### src/hdl/lct_pkg.sv
// Package for the LFU cache table: field widths, operation codes, the stored
// entry layout and the scan status bundle.
// Depends on nothing; lct_ifs, lct_scan and the top level import it.
package lct_pkg;

   localparam int CAPACITY_DEFAULT = 16;

   localparam int KEY_W     = 32;
   localparam int VALUE_W   = 32;
   localparam int COUNT_W   = 32;
   localparam int STAMP_W   = 48;
   localparam int CAP_CFG_W = 5;

   localparam logic [CAP_CFG_W-1:0] CAP_CFG_RESET = CAP_CFG_W'(16);

   // Operation codes carried in the kind field.
   localparam logic KIND_GET = 1'b0;
   localparam logic KIND_PUT = 1'b1;

   typedef logic signed [KEY_W-1:0]   key_type;
   typedef logic signed [VALUE_W-1:0] value_type;
   typedef logic [COUNT_W-1:0]        count_type;
   typedef logic [STAMP_W-1:0]        stamp_type;

   // One slot of the table as it sits in memory.
   typedef struct packed {
      key_type   key;
      value_type value;
      count_type use_count;
      stamp_type stamp;
   } entry_type;

   localparam int ENTRY_W = $bits(entry_type);

   // What the scan found for the key of the current word.
   typedef struct packed {
      logic      match;
      entry_type match_entry;
   } scan_status_type;

   // Use counts stop at their maximum instead of wrapping.
   function automatic count_type sat_inc(input count_type c);
      return (&c) ? c : c + COUNT_W'(1);
   endfunction

endpackage

### src/hdl/lct_ifs.sv
// Valid/ready channel interfaces for the request and response words of the
// LFU cache table. Depends on lct_pkg for the payload types.
interface lct_req_if;
   import lct_pkg::*;

   logic      valid;
   logic      ready;
   logic      kind;
   key_type   key;
   value_type write_value;

   modport source (output valid, output kind, output key, output write_value, input ready);
   modport sink   (input valid, input kind, input key, input write_value, output ready);
endinterface

interface lct_rsp_if;
   import lct_pkg::*;

   logic      valid;
   logic      ready;
   logic      hit;
   value_type read_value;

   modport source (output valid, output hit, output read_value, input ready);
   modport sink   (input valid, input hit, input read_value, output ready);
endinterface

### src/hdl/lct_ram.sv
// Generic simple dual-port RAM: one write port, one read port with the read
// data registered. No dependencies.
module lct_ram #(
   parameter int WIDTH = 8,
   parameter int DEPTH = 16,
   localparam int AW = $clog2(DEPTH > 1 ? DEPTH : 2)
) (
   input  logic             clock,
   input  logic             wr_en,
   input  logic [AW-1:0]    wr_addr,
   input  logic [WIDTH-1:0] wr_data,
   input  logic [AW-1:0]    rd_addr,
   output logic [WIDTH-1:0] rd_data
);

   logic [WIDTH-1:0] mem [DEPTH];
   logic [WIDTH-1:0] rd_data_ff;

   always_ff @(posedge clock) begin
      if (wr_en) begin
         mem[wr_addr] <= wr_data;
      end
      rd_data_ff <= mem[rd_addr];
   end

   assign rd_data = rd_data_ff;

endmodule

### src/hdl/lct_scan.sv
// Scan unit: looks at one table entry per cycle while rd_valid is high, as it
// comes out of memory, remembers the entry whose key matches and tracks the
// eviction victim. Depends on lct_pkg.
module lct_scan #(
   parameter int CAPACITY = lct_pkg::CAPACITY_DEFAULT,
   localparam int IDX_W = $clog2(CAPACITY > 1 ? CAPACITY : 2)
) (
   input  logic                     clock,
   input  logic                     reset,
   input  logic                     clear,
   input  logic                     rd_valid,
   input  logic [IDX_W-1:0]         rd_idx,
   input  lct_pkg::entry_type       rd_entry,
   input  lct_pkg::key_type         key,
   output lct_pkg::scan_status_type status,
   output logic [IDX_W-1:0]         match_idx,
   output logic [IDX_W-1:0]         victim_idx
);
   import lct_pkg::*;

   logic             match_ff, match_in;
   entry_type        match_entry_ff, match_entry_in;
   logic [IDX_W-1:0] match_idx_ff, match_idx_in;
   logic             have_ff, have_in;
   count_type        best_count_ff, best_count_in;
   stamp_type        best_stamp_ff, best_stamp_in;
   logic [IDX_W-1:0] victim_idx_ff, victim_idx_in;
   logic             better;

   // Lower count wins; among equal counts the older stamp wins.
   assign better = !have_ff ||
                   (rd_entry.use_count < best_count_ff) ||
                   ((rd_entry.use_count == best_count_ff) &&
                    (rd_entry.stamp < best_stamp_ff));

   always_comb begin
      match_in       = match_ff;
      match_entry_in = match_entry_ff;
      match_idx_in   = match_idx_ff;
      have_in        = have_ff;
      best_count_in  = best_count_ff;
      best_stamp_in  = best_stamp_ff;
      victim_idx_in  = victim_idx_ff;
      if (clear) begin
         match_in = 1'b0;
         have_in  = 1'b0;
      end else if (rd_valid) begin
         if (rd_entry.key == key) begin
            match_in       = 1'b1;
            match_entry_in = rd_entry;
            match_idx_in   = rd_idx;
         end
         if (better) begin
            have_in       = 1'b1;
            best_count_in = rd_entry.use_count;
            best_stamp_in = rd_entry.stamp;
            victim_idx_in = rd_idx;
         end
      end
   end

   always_ff @(posedge clock) begin
      if (reset) begin
         match_ff <= 1'b0;
         have_ff  <= 1'b0;
      end else begin
         match_ff <= match_in;
         have_ff  <= have_in;
      end
      match_entry_ff <= match_entry_in;
      match_idx_ff   <= match_idx_in;
      best_count_ff  <= best_count_in;
      best_stamp_ff  <= best_stamp_in;
      victim_idx_ff  <= victim_idx_in;
   end

   assign status.match       = match_ff;
   assign status.match_entry = match_entry_ff;
   assign match_idx          = match_idx_ff;
   assign victim_idx         = victim_idx_ff;

endmodule

### src/hdl/lfu_cache_table_top.sv
// LFU cache table, top level. Each request word is a get or a put of a
// 32-bit key. A get returns hit and the stored value (or -1 on a miss) and
// bumps the entry's use count and recency stamp; a put updates a present key
// the same way, or inserts a new key with count 1, evicting first the entry
// with the lowest count and, among equal counts, the oldest stamp when the
// table holds its limit, which is min(csr_wdata as last written, CAPACITY).
// Every request gives exactly one response word. The slots live in one
// synchronous RAM and are kept packed from slot 0 upward, so the fill count
// alone says which slots hold data and no clearing pass is needed after
// reset. With a limit of 0 a put of a new key stores nothing. A request
// first issues a read from the RAM for each occupied slot in turn, lets the
// last read land in the match and victim tracker, sees the read pipe
// drained, and then writes back and loads the response register; an empty
// table issues no read. The block works on one request at a time and takes
// the next only once it is back in idle; a finished response waits in its
// output register while the next request is accepted, and write-back of
// that next request holds until the response has been taken. Depends on
// lct_pkg, lct_ifs, lct_ram and lct_scan.
module lfu_cache_table_top #(
   parameter int CAPACITY = lct_pkg::CAPACITY_DEFAULT
) (
   input logic                            clock,
   input logic                            reset,
   lct_req_if.sink                        req,
   lct_rsp_if.source                      rsp,
   input logic                            csr_we,
   input logic [lct_pkg::CAP_CFG_W-1:0]   csr_wdata
);
   import lct_pkg::*;

   localparam int IDX_W = $clog2(CAPACITY > 1 ? CAPACITY : 2);
   localparam int OCC_W = $clog2(CAPACITY + 1);
   localparam int CMP_W = (OCC_W > CAP_CFG_W) ? OCC_W : CAP_CFG_W;

   typedef enum logic [2:0] {
      ST_IDLE   = 3'b001,
      ST_SCAN   = 3'b010,
      ST_FINISH = 3'b100
   } state_type;

   state_type            state_ff, state_in;
   logic [OCC_W-1:0]     issue_ff, issue_in;
   logic                 rd_pend_ff, rd_pend_in;
   logic [IDX_W-1:0]     rd_idx_ff, rd_idx_in;
   logic [OCC_W-1:0]     occ_ff, occ_in;
   stamp_type            clock_ff, clock_in;
   logic [CAP_CFG_W-1:0] cap_ff, cap_in;

   // The accepted request word is held for the whole operation.
   logic                 kind_ff;
   key_type              key_ff;
   value_type            wval_ff;

   logic                 rsp_valid_ff, rsp_valid_in;
   logic                 rsp_hit_ff, rsp_hit_in;
   value_type            rsp_value_ff, rsp_value_in;

   logic                 ram_we;
   logic [IDX_W-1:0]     ram_waddr;
   entry_type            ram_wdata;
   entry_type            ram_rdata;

   scan_status_type      scan_status;
   logic [IDX_W-1:0]     match_idx;
   logic [IDX_W-1:0]     victim_idx;

   logic                 accept;
   logic                 fire;
   logic [CMP_W-1:0]     cap_ext;
   logic [CMP_W-1:0]     limit;
   logic [CMP_W-1:0]     occ_ext;
   entry_type            bumped;
   entry_type            fresh;

   assign accept  = req.valid && req.ready;
   assign fire    = (state_ff == ST_FINISH) && (!rsp_valid_ff || rsp.ready);
   assign cap_ext = CMP_W'(cap_ff);
   assign limit   = (cap_ext < CMP_W'(CAPACITY)) ? cap_ext : CMP_W'(CAPACITY);
   assign occ_ext = CMP_W'(occ_ff);

   assign req.ready = (state_ff == ST_IDLE);

   assign rsp.valid      = rsp_valid_ff;
   assign rsp.hit        = rsp_hit_ff;
   assign rsp.read_value = rsp_value_ff;

   // A hit keeps its key, takes the new value on a put and gets bumped.
   always_comb begin
      bumped.key       = key_ff;
      bumped.value     = (kind_ff == KIND_PUT) ? wval_ff : scan_status.match_entry.value;
      bumped.use_count = sat_inc(scan_status.match_entry.use_count);
      bumped.stamp     = clock_ff;
      fresh.key        = key_ff;
      fresh.value      = wval_ff;
      fresh.use_count  = COUNT_W'(1);
      fresh.stamp      = clock_ff;
   end

   lct_ram #(
      .WIDTH (ENTRY_W),
      .DEPTH (CAPACITY)
   ) u_ram (
      .clock   (clock),
      .wr_en   (ram_we),
      .wr_addr (ram_waddr),
      .wr_data (ram_wdata),
      .rd_addr (issue_ff[IDX_W-1:0]),
      .rd_data (ram_rdata)
   );

   lct_scan #(
      .CAPACITY (CAPACITY)
   ) u_scan (
      .clock      (clock),
      .reset      (reset),
      .clear      (accept),
      .rd_valid   (rd_pend_ff),
      .rd_idx     (rd_idx_ff),
      .rd_entry   (ram_rdata),
      .key        (key_ff),
      .status     (scan_status),
      .match_idx  (match_idx),
      .victim_idx (victim_idx)
   );

   always_comb begin
      state_in     = state_ff;
      issue_in     = issue_ff;
      rd_pend_in   = 1'b0;
      rd_idx_in    = rd_idx_ff;
      occ_in       = occ_ff;
      clock_in     = clock_ff;
      cap_in       = csr_we ? csr_wdata : cap_ff;
      rsp_valid_in = rsp_valid_ff && !rsp.ready;
      rsp_hit_in   = rsp_hit_ff;
      rsp_value_in = rsp_value_ff;
      ram_we       = 1'b0;
      ram_waddr    = match_idx;
      ram_wdata    = bumped;

      case (state_ff)
         ST_IDLE: begin
            issue_in = '0;
            if (accept) begin
               state_in = ST_SCAN;
            end
         end
         ST_SCAN: begin
            // Occupied slots are exactly 0 .. occupancy-1; read them in turn.
            if (issue_ff < occ_ff) begin
               issue_in   = issue_ff + OCC_W'(1);
               rd_pend_in = 1'b1;
               rd_idx_in  = issue_ff[IDX_W-1:0];
            end else if (!rd_pend_ff) begin
               state_in = ST_FINISH;
            end
         end
         ST_FINISH: begin
            if (fire) begin
               state_in     = ST_IDLE;
               clock_in     = clock_ff + STAMP_W'(1);
               rsp_valid_in = 1'b1;
               rsp_hit_in   = scan_status.match;
               if (kind_ff == KIND_GET) begin
                  rsp_value_in = scan_status.match ? scan_status.match_entry.value : '1;
               end else begin
                  rsp_value_in = '0;
               end
               if (scan_status.match) begin
                  ram_we = 1'b1;
               end else if ((kind_ff == KIND_PUT) && (limit != '0)) begin
                  // New key: take the next free slot while below the limit,
                  // otherwise overwrite the victim in place.
                  ram_we    = 1'b1;
                  ram_wdata = fresh;
                  if (occ_ext < limit) begin
                     ram_waddr = occ_ff[IDX_W-1:0];
                     occ_in    = occ_ff + OCC_W'(1);
                  end else begin
                     ram_waddr = victim_idx;
                  end
               end
            end
         end
         default: begin
            state_in = ST_IDLE;
         end
      endcase
   end

   always_ff @(posedge clock) begin
      if (reset) begin
         state_ff     <= ST_IDLE;
         issue_ff     <= '0;
         rd_pend_ff   <= 1'b0;
         occ_ff       <= '0;
         clock_ff     <= '0;
         cap_ff       <= CAP_CFG_RESET;
         rsp_valid_ff <= 1'b0;
      end else begin
         state_ff     <= state_in;
         issue_ff     <= issue_in;
         rd_pend_ff   <= rd_pend_in;
         occ_ff       <= occ_in;
         clock_ff     <= clock_in;
         cap_ff       <= cap_in;
         rsp_valid_ff <= rsp_valid_in;
      end
      rd_idx_ff    <= rd_idx_in;
      rsp_hit_ff   <= rsp_hit_in;
      rsp_value_ff <= rsp_value_in;
      if (accept) begin
         kind_ff <= req.kind;
         key_ff  <= req.key;
         wval_ff <= req.write_value;
      end
   end

endmodule
### src/flat_wrapper.sv
// flat-port wrapper written by rule: the top's interface ports become plain ports
module lfu_cache_table_top_flat import lct_pkg::*;
#(
   parameter int CAPACITY = lct_pkg::CAPACITY_DEFAULT
)
  (clock, reset, csr_we, csr_wdata, req_valid, req_kind, req_key, req_write_value, req_ready, rsp_valid, rsp_hit, rsp_read_value, rsp_ready);
  lct_req_if req_i ();
  lct_rsp_if rsp_i ();
  input logic clock;
  input logic reset;
  input logic csr_we;
  input logic [lct_pkg::CAP_CFG_W-1:0] csr_wdata;
  input wire logic [$bits(req_i.valid)-1:0] req_valid;
  input wire logic [$bits(req_i.kind)-1:0] req_kind;
  input wire logic [$bits(req_i.key)-1:0] req_key;
  input wire logic [$bits(req_i.write_value)-1:0] req_write_value;
  output wire logic [$bits(req_i.ready)-1:0] req_ready;
  output wire logic [$bits(rsp_i.valid)-1:0] rsp_valid;
  output wire logic [$bits(rsp_i.hit)-1:0] rsp_hit;
  output wire logic [$bits(rsp_i.read_value)-1:0] rsp_read_value;
  input wire logic [$bits(rsp_i.ready)-1:0] rsp_ready;
  assign req_i.valid = req_valid;
  assign req_i.kind = req_kind;
  assign req_i.key = req_key;
  assign req_i.write_value = req_write_value;
  assign req_ready = req_i.ready;
  assign rsp_valid = rsp_i.valid;
  assign rsp_hit = rsp_i.hit;
  assign rsp_read_value = rsp_i.read_value;
  assign rsp_i.ready = rsp_ready;
  lfu_cache_table_top #(.CAPACITY(CAPACITY)) u_core (.clock(clock), .reset(reset), .req(req_i), .rsp(rsp_i), .csr_we(csr_we), .csr_wdata(csr_wdata));
endmodule
### config.mk
export PLATFORM = sky130hd
export DESIGN_NAME = lfu_cache_table_top_flat
export DESIGN_NICKNAME = d
export VERILOG_FILES = /design/src/hdl/lct_pkg.sv /design/src/hdl/lct_ifs.sv /design/src/hdl/lct_ram.sv /design/src/hdl/lct_scan.sv /design/src/hdl/lfu_cache_table_top.sv /design/src/flat_wrapper.sv
export SDC_FILE = /design/constraint.sdc
export NUM_CORES = 2
export LEC_CHECK = 0
export ABC_AREA = 1
export ABC_CLOCK_PERIOD_IN_PS = 8180
export BUFFER_PORTS_ARGS = -buffer_cell sky130_fd_sc_hd__buf_2
export CAP_MARGIN = 20
export CORE_MARGIN = 2
export CORE_UTILIZATION = 55
export CTS_BUF_LIST = sky130_fd_sc_hd__clkbuf_8
export DETAILED_ROUTE_END_ITERATION = 6
export GPL_ROUTABILITY_DRIVEN = 0
export PLACE_DENSITY = 0.83
export SETUP_SLACK_MARGIN = 0.15
export SLEW_MARGIN = 20
export SYNTH_ARGS = -nofsm -noshare
export SYNTH_HDL_FRONTEND = slang
export SYNTH_SLANG_ARGS = --single-unit
### constraint.sdc
create_clock -name clock -period 8.18 [get_ports clock]
set_input_delay 0.409 -clock clock [delete_from_list [all_inputs] [get_ports clock]]
set_output_delay 0.409 -clock clock [all_outputs]
set_load 0.01 [all_outputs]
==> impl_metrics.ini <==
[status]
run_status = finished, violations left
violations = DRC

[timing]
finalWorstSetupSlack_ns = 2.72
fin_tns_setup_ns = 0
finalHoldViolCount = 0
fin_crit_ns = 5.46
report.final.slew_viol_count = 0
setup-violations-final = 0
max_slew_margin_pct = 19.7
final.setup_skew_ns = 0.0797
final_period_util_pct = 66.8
rsz0062_at_grt = no
timing_worst_slew_pin_value_ns = 1.19
max_clock_freq_mhz = 183

[flow_run]
timing.max_cap.violations = 0

[grt]
grt_pass1_wl_um = 403000
grt_remaining_overflow = 0
global_route.usage.total_pct = 26.4
grt_start_max_net_pins = 243
via_count_of_the_first_global_routing_pass = 68800
grt_antenna_before_repair = 9

[clock_tree]
cts.sink_count = 2772
clock_tree.htree_level_count = 5
clock_insertion_delay_worst_skew_ns = 1.14
cts_made_buffers = 412
clk_path_buf_depth = 4
tritoncts = yes
cts_post_setup_buffers_inserted = 0
cts_clk_pin_slew_worst_paths_ns = 0.06
clk_root_buffer_cell = sky130_fd_sc_hd__clkbuf_8

[pwr]
comb_power_share_pct = 7.0
power_mw = 28.6
vdd.ir_drop.worst_uv = 177
power.leakage_nw = 41.9
seq_power_share_pct = 55.2
power_per_cell_area_nw_per_um2 = 237
total_switching_power_mw = 6.72
switching_share_pct = 23.5
cell_internal_pwr_mw = 21.8
p_clk_share_pct = 37.9

[detailed_routing]
total_via_count_in_the_routed_design = 70100
routed_wire_length_per_instance_um = 24.1
detail_route.wirelength_um = 270000
drt_drc_violations_left = 10
drt-initial-drc-count = 11200
viasPerCell = 6.26
drt.antenna.violating_nets = 0
drt_first_pass_iters = 7

[synth]
seq_area_frac_synth_pct = 74.9
synth_area_leader_cell = sky130_fd_sc_hd__edfxtp_1
synth_largest_type_area_fraction_pct = 71.0
syn_nets = 8111
postSynthAreaPerCell_um2 = 13.6
synth-edff-count = 2558
yosysWarnings = 0
yosys-top-cells-area = sky130_fd_sc_hd__edfxtp_1, sky130_fd_sc_hd__nor2_1, sky130_fd_sc_hd__dfxtp_1
ys_async_sr_fraction_pct = 0
synth.ff_latch_count = 2772
synth-main-ff-cell = sky130_fd_sc_hd__edfxtp_1
synth_cell_types = 43
synthesis.area_um2 = 108000
syn-instance-count = 7945

[die]
fp.dieH_um = 448
core_area_um2 = 195000
dieArea_um2 = 200000
top_level_ports = 110
floorplan.initialDensity_pct = 55.5
fp.dieW_um = 448
rows = 162

[min_path]
hold-path-endpoint = u_core.wval_ff[11]
worst_min_path_class = in -> reg
hold_start = req_write_value[11]
whs_path_depth = 2

[placed_design]
port-buffer-count = 109
detailedPlacementHpwl_um = 138000
pre_cts_slack_ns = 2.63

[cells_and_area]
commonest_non_fill_non_tap_cell_in_the_layout = sky130_fd_sc_hd__edfxtp_1
layout.filler_cells = 13100
synthToLayoutAreaGrowth_pct = 11.5
utilization_pct = 61.8
highest_count_cells_in_the_layout_ignoring_fill_and_taps = sky130_fd_sc_hd__edfxtp_1, sky130_fd_sc_hd__nor2_1, sky130_fd_sc_hd__nand2_1
num-nets-final = 8421
drive_above_1_share_pct = 10.1

[worst_setup_path]
start_kind = flop
timing.setup.critical_path_class = reg -> reg
rrSetupSlack_ns = 2.72
cp_max_fo = 63
timing.reg2reg.worst_path_depth = 12
critical_path_required_ns = 8.88
critical_path.reg2reg.endpoint = u_core.u_ram.mem[9][96]
cp-end-kind = flop
reg2reg_from = u_core.state_ff[1]
worst_ep_arrival_time_ns = 6.17
-- state kept, by name, summed over array words and instances, names as in the netlist, 3 cells and up --
name                         flops
u_core.u_scan.best_stamp_ff     48
u_core.state_ff                  3
u_core.cap_ext                   5
u_core.key_ff                   32
u_core.rd_idx_ff                 4
u_core.wval_ff                  32
u_core.u_scan.match_idx          4
u_core.u_ram.mem              2304
u_core.occ_ext                   5
u_core.clock_ff                 48
u_core.rsp.read_value           32
u_core.u_scan.victim_idx         4
u_core.u_scan.best_count_ff     32
u_core.u_scan.status            64
u_core.issue_ff                  5
u_core.u_ram.rd_data           144
-- logic make-up (layout without fill, tap and decap cells) --
group / after synthesis / after routing / share of synthesized area, %
other cells: 0 / 1 / 0
mux: 241 / 241 / 2.23
flops: 2772 / 2772 / 74.9
fa+ha+maj: 91 / 91 / 1.05
buf+inv: 754 / 1398 / 2.96
simple gates: 2604 / 2604 / 9.68
xor+xnor: 43 / 43 / 0.348
compound gates: 1440 / 1440 / 8.81
-- through the flow --
step | cells | hold WS [ns] | instance area, um2
after floorplan | 7945 | 0.386 | 108000
after global placement | 10300 | 0.389 | 111000
after detailed placement | 10300 | 0.389 | 111000
after CTS | 11200 | 0.000966 | 121000
after global routing | 11200 | 0.0458 | 121000
final | 11200 | 0.0544 | 121000
-- worst max-delay path, cell delays in order, from the launching register on --
cell and delay, ns:
sky130_fd_sc_hd__dfxtp_1 0.31, sky130_fd_sc_hd__inv_1 0.13, sky130_fd_sc_hd__nand4_4 0.50, sky130_fd_sc_hd__inv_2 0.17
sky130_fd_sc_hd__buf_4 0.72, sky130_fd_sc_hd__nand4_2 0.65, sky130_fd_sc_hd__nand2_1 0.25, sky130_fd_sc_hd__nand2_1 0.12
sky130_fd_sc_hd__inv_1 0.10, sky130_fd_sc_hd__nand3_1 0.33, sky130_fd_sc_hd__nor2_4 0.23, sky130_fd_sc_hd__buf_4 0.77
sky130_fd_sc_hd__buf_4 0.70
-- layout make-up --
type	count	area, um2	share of cell area, %
inverters	286	1100	0.908
repair buffers	364	3050	2.53
diodes	1	2.50	0.00207
multi-input cells	4419	24200	20.0
clock inverters	274	1420	1.18
flip-flops and latches	2772	81100	67.2
well taps	2624	3280	2.72
clock buffers	474	6520	5.41
-- cells in the mapped netlist, types with 3 or more instances --
cell / count
sky130_fd_sc_hd__nand2_2: 3
sky130_fd_sc_hd__nor3b_1: 4
sky130_fd_sc_hd__buf_1: 12
sky130_fd_sc_hd__ha_1: 91
sky130_fd_sc_hd__nor2_2: 4
sky130_fd_sc_hd__o22ai_1: 4
sky130_fd_sc_hd__nand4_1: 38
sky130_fd_sc_hd__o211ai_1: 52
sky130_fd_sc_hd__o32ai_1: 335
sky130_fd_sc_hd__nand2_1: 719
sky130_fd_sc_hd__inv_1: 279
sky130_fd_sc_hd__a21o_1: 4
sky130_fd_sc_hd__mux2i_1: 241
sky130_fd_sc_hd__o221ai_1: 241
sky130_fd_sc_hd__buf_6: 6
sky130_fd_sc_hd__nor3_1: 46
sky130_fd_sc_hd__nor2_4: 3
sky130_fd_sc_hd__xnor2_1: 14
sky130_fd_sc_hd__clkbuf_1: 275
sky130_fd_sc_hd__xor2_1: 29
sky130_fd_sc_hd__a31oi_1: 3
sky130_fd_sc_hd__o21ai_0: 650
sky130_fd_sc_hd__dfxtp_1: 214
sky130_fd_sc_hd__nand3_1: 318
sky130_fd_sc_hd__or2_2: 17
sky130_fd_sc_hd__edfxtp_1: 2558
sky130_fd_sc_hd__nor2_1: 1441
sky130_fd_sc_hd__o21a_1: 5
sky130_fd_sc_hd__buf_4: 44
sky130_fd_sc_hd__a21oi_1: 143
sky130_fd_sc_hd__buf_2: 131
sky130_fd_sc_hd__inv_2: 7
-- timing repair --
item	in CTS	in global routing
hold buffers	131	0
hold endpoints to repair	111	0
gates resized for setup	0	0
-- how the worst max path moves through the flow --
stage	from	endpoint	slack [ns]	cells after the start
2_1_floorplan	u_core.cap_ext[4]	u_core.u_ram.mem[4][0]	-0.11	11
3_3_place_gp	rsp_ready	u_core.u_ram.mem[9][142]	2.71	14
3_5_place_dp	rsp_ready	u_core.u_ram.mem[9][142]	2.63	14
4_1_cts	u_core.state_ff[1]	u_core.u_ram.mem[9][96]	2.82	12
5_1_grt	u_core.state_ff[1]	u_core.u_ram.mem[9][96]	2.46	12
6_report	u_core.state_ff[1]	u_core.u_ram.mem[9][96]	2.72	12
-- power by group through the flow --
stage | clock network [mW] | logic [mW] | registers, mW
after floorplan | 0 | 1.41 | 15.9
after global placement | 0 | 1.78 | 16.0
after detailed placement | 0 | 1.87 | 16.0
after CTS | 10.8 | 1.94 | 15.7
after global routing | 11.4 | 2.15 | 15.8
final | 10.8 | 1.99 | 15.8
-- layer usage --
layer  part of all wire (%)  track usage [%]  routed length, um
met4                    4.7             13.1              12800
met1                     36             34.8              96100
met2                     48             42.5             130000
met5                  0.014                0                 38
met3                     12             4.65              31400
Power figures use the tool's default switching activity.
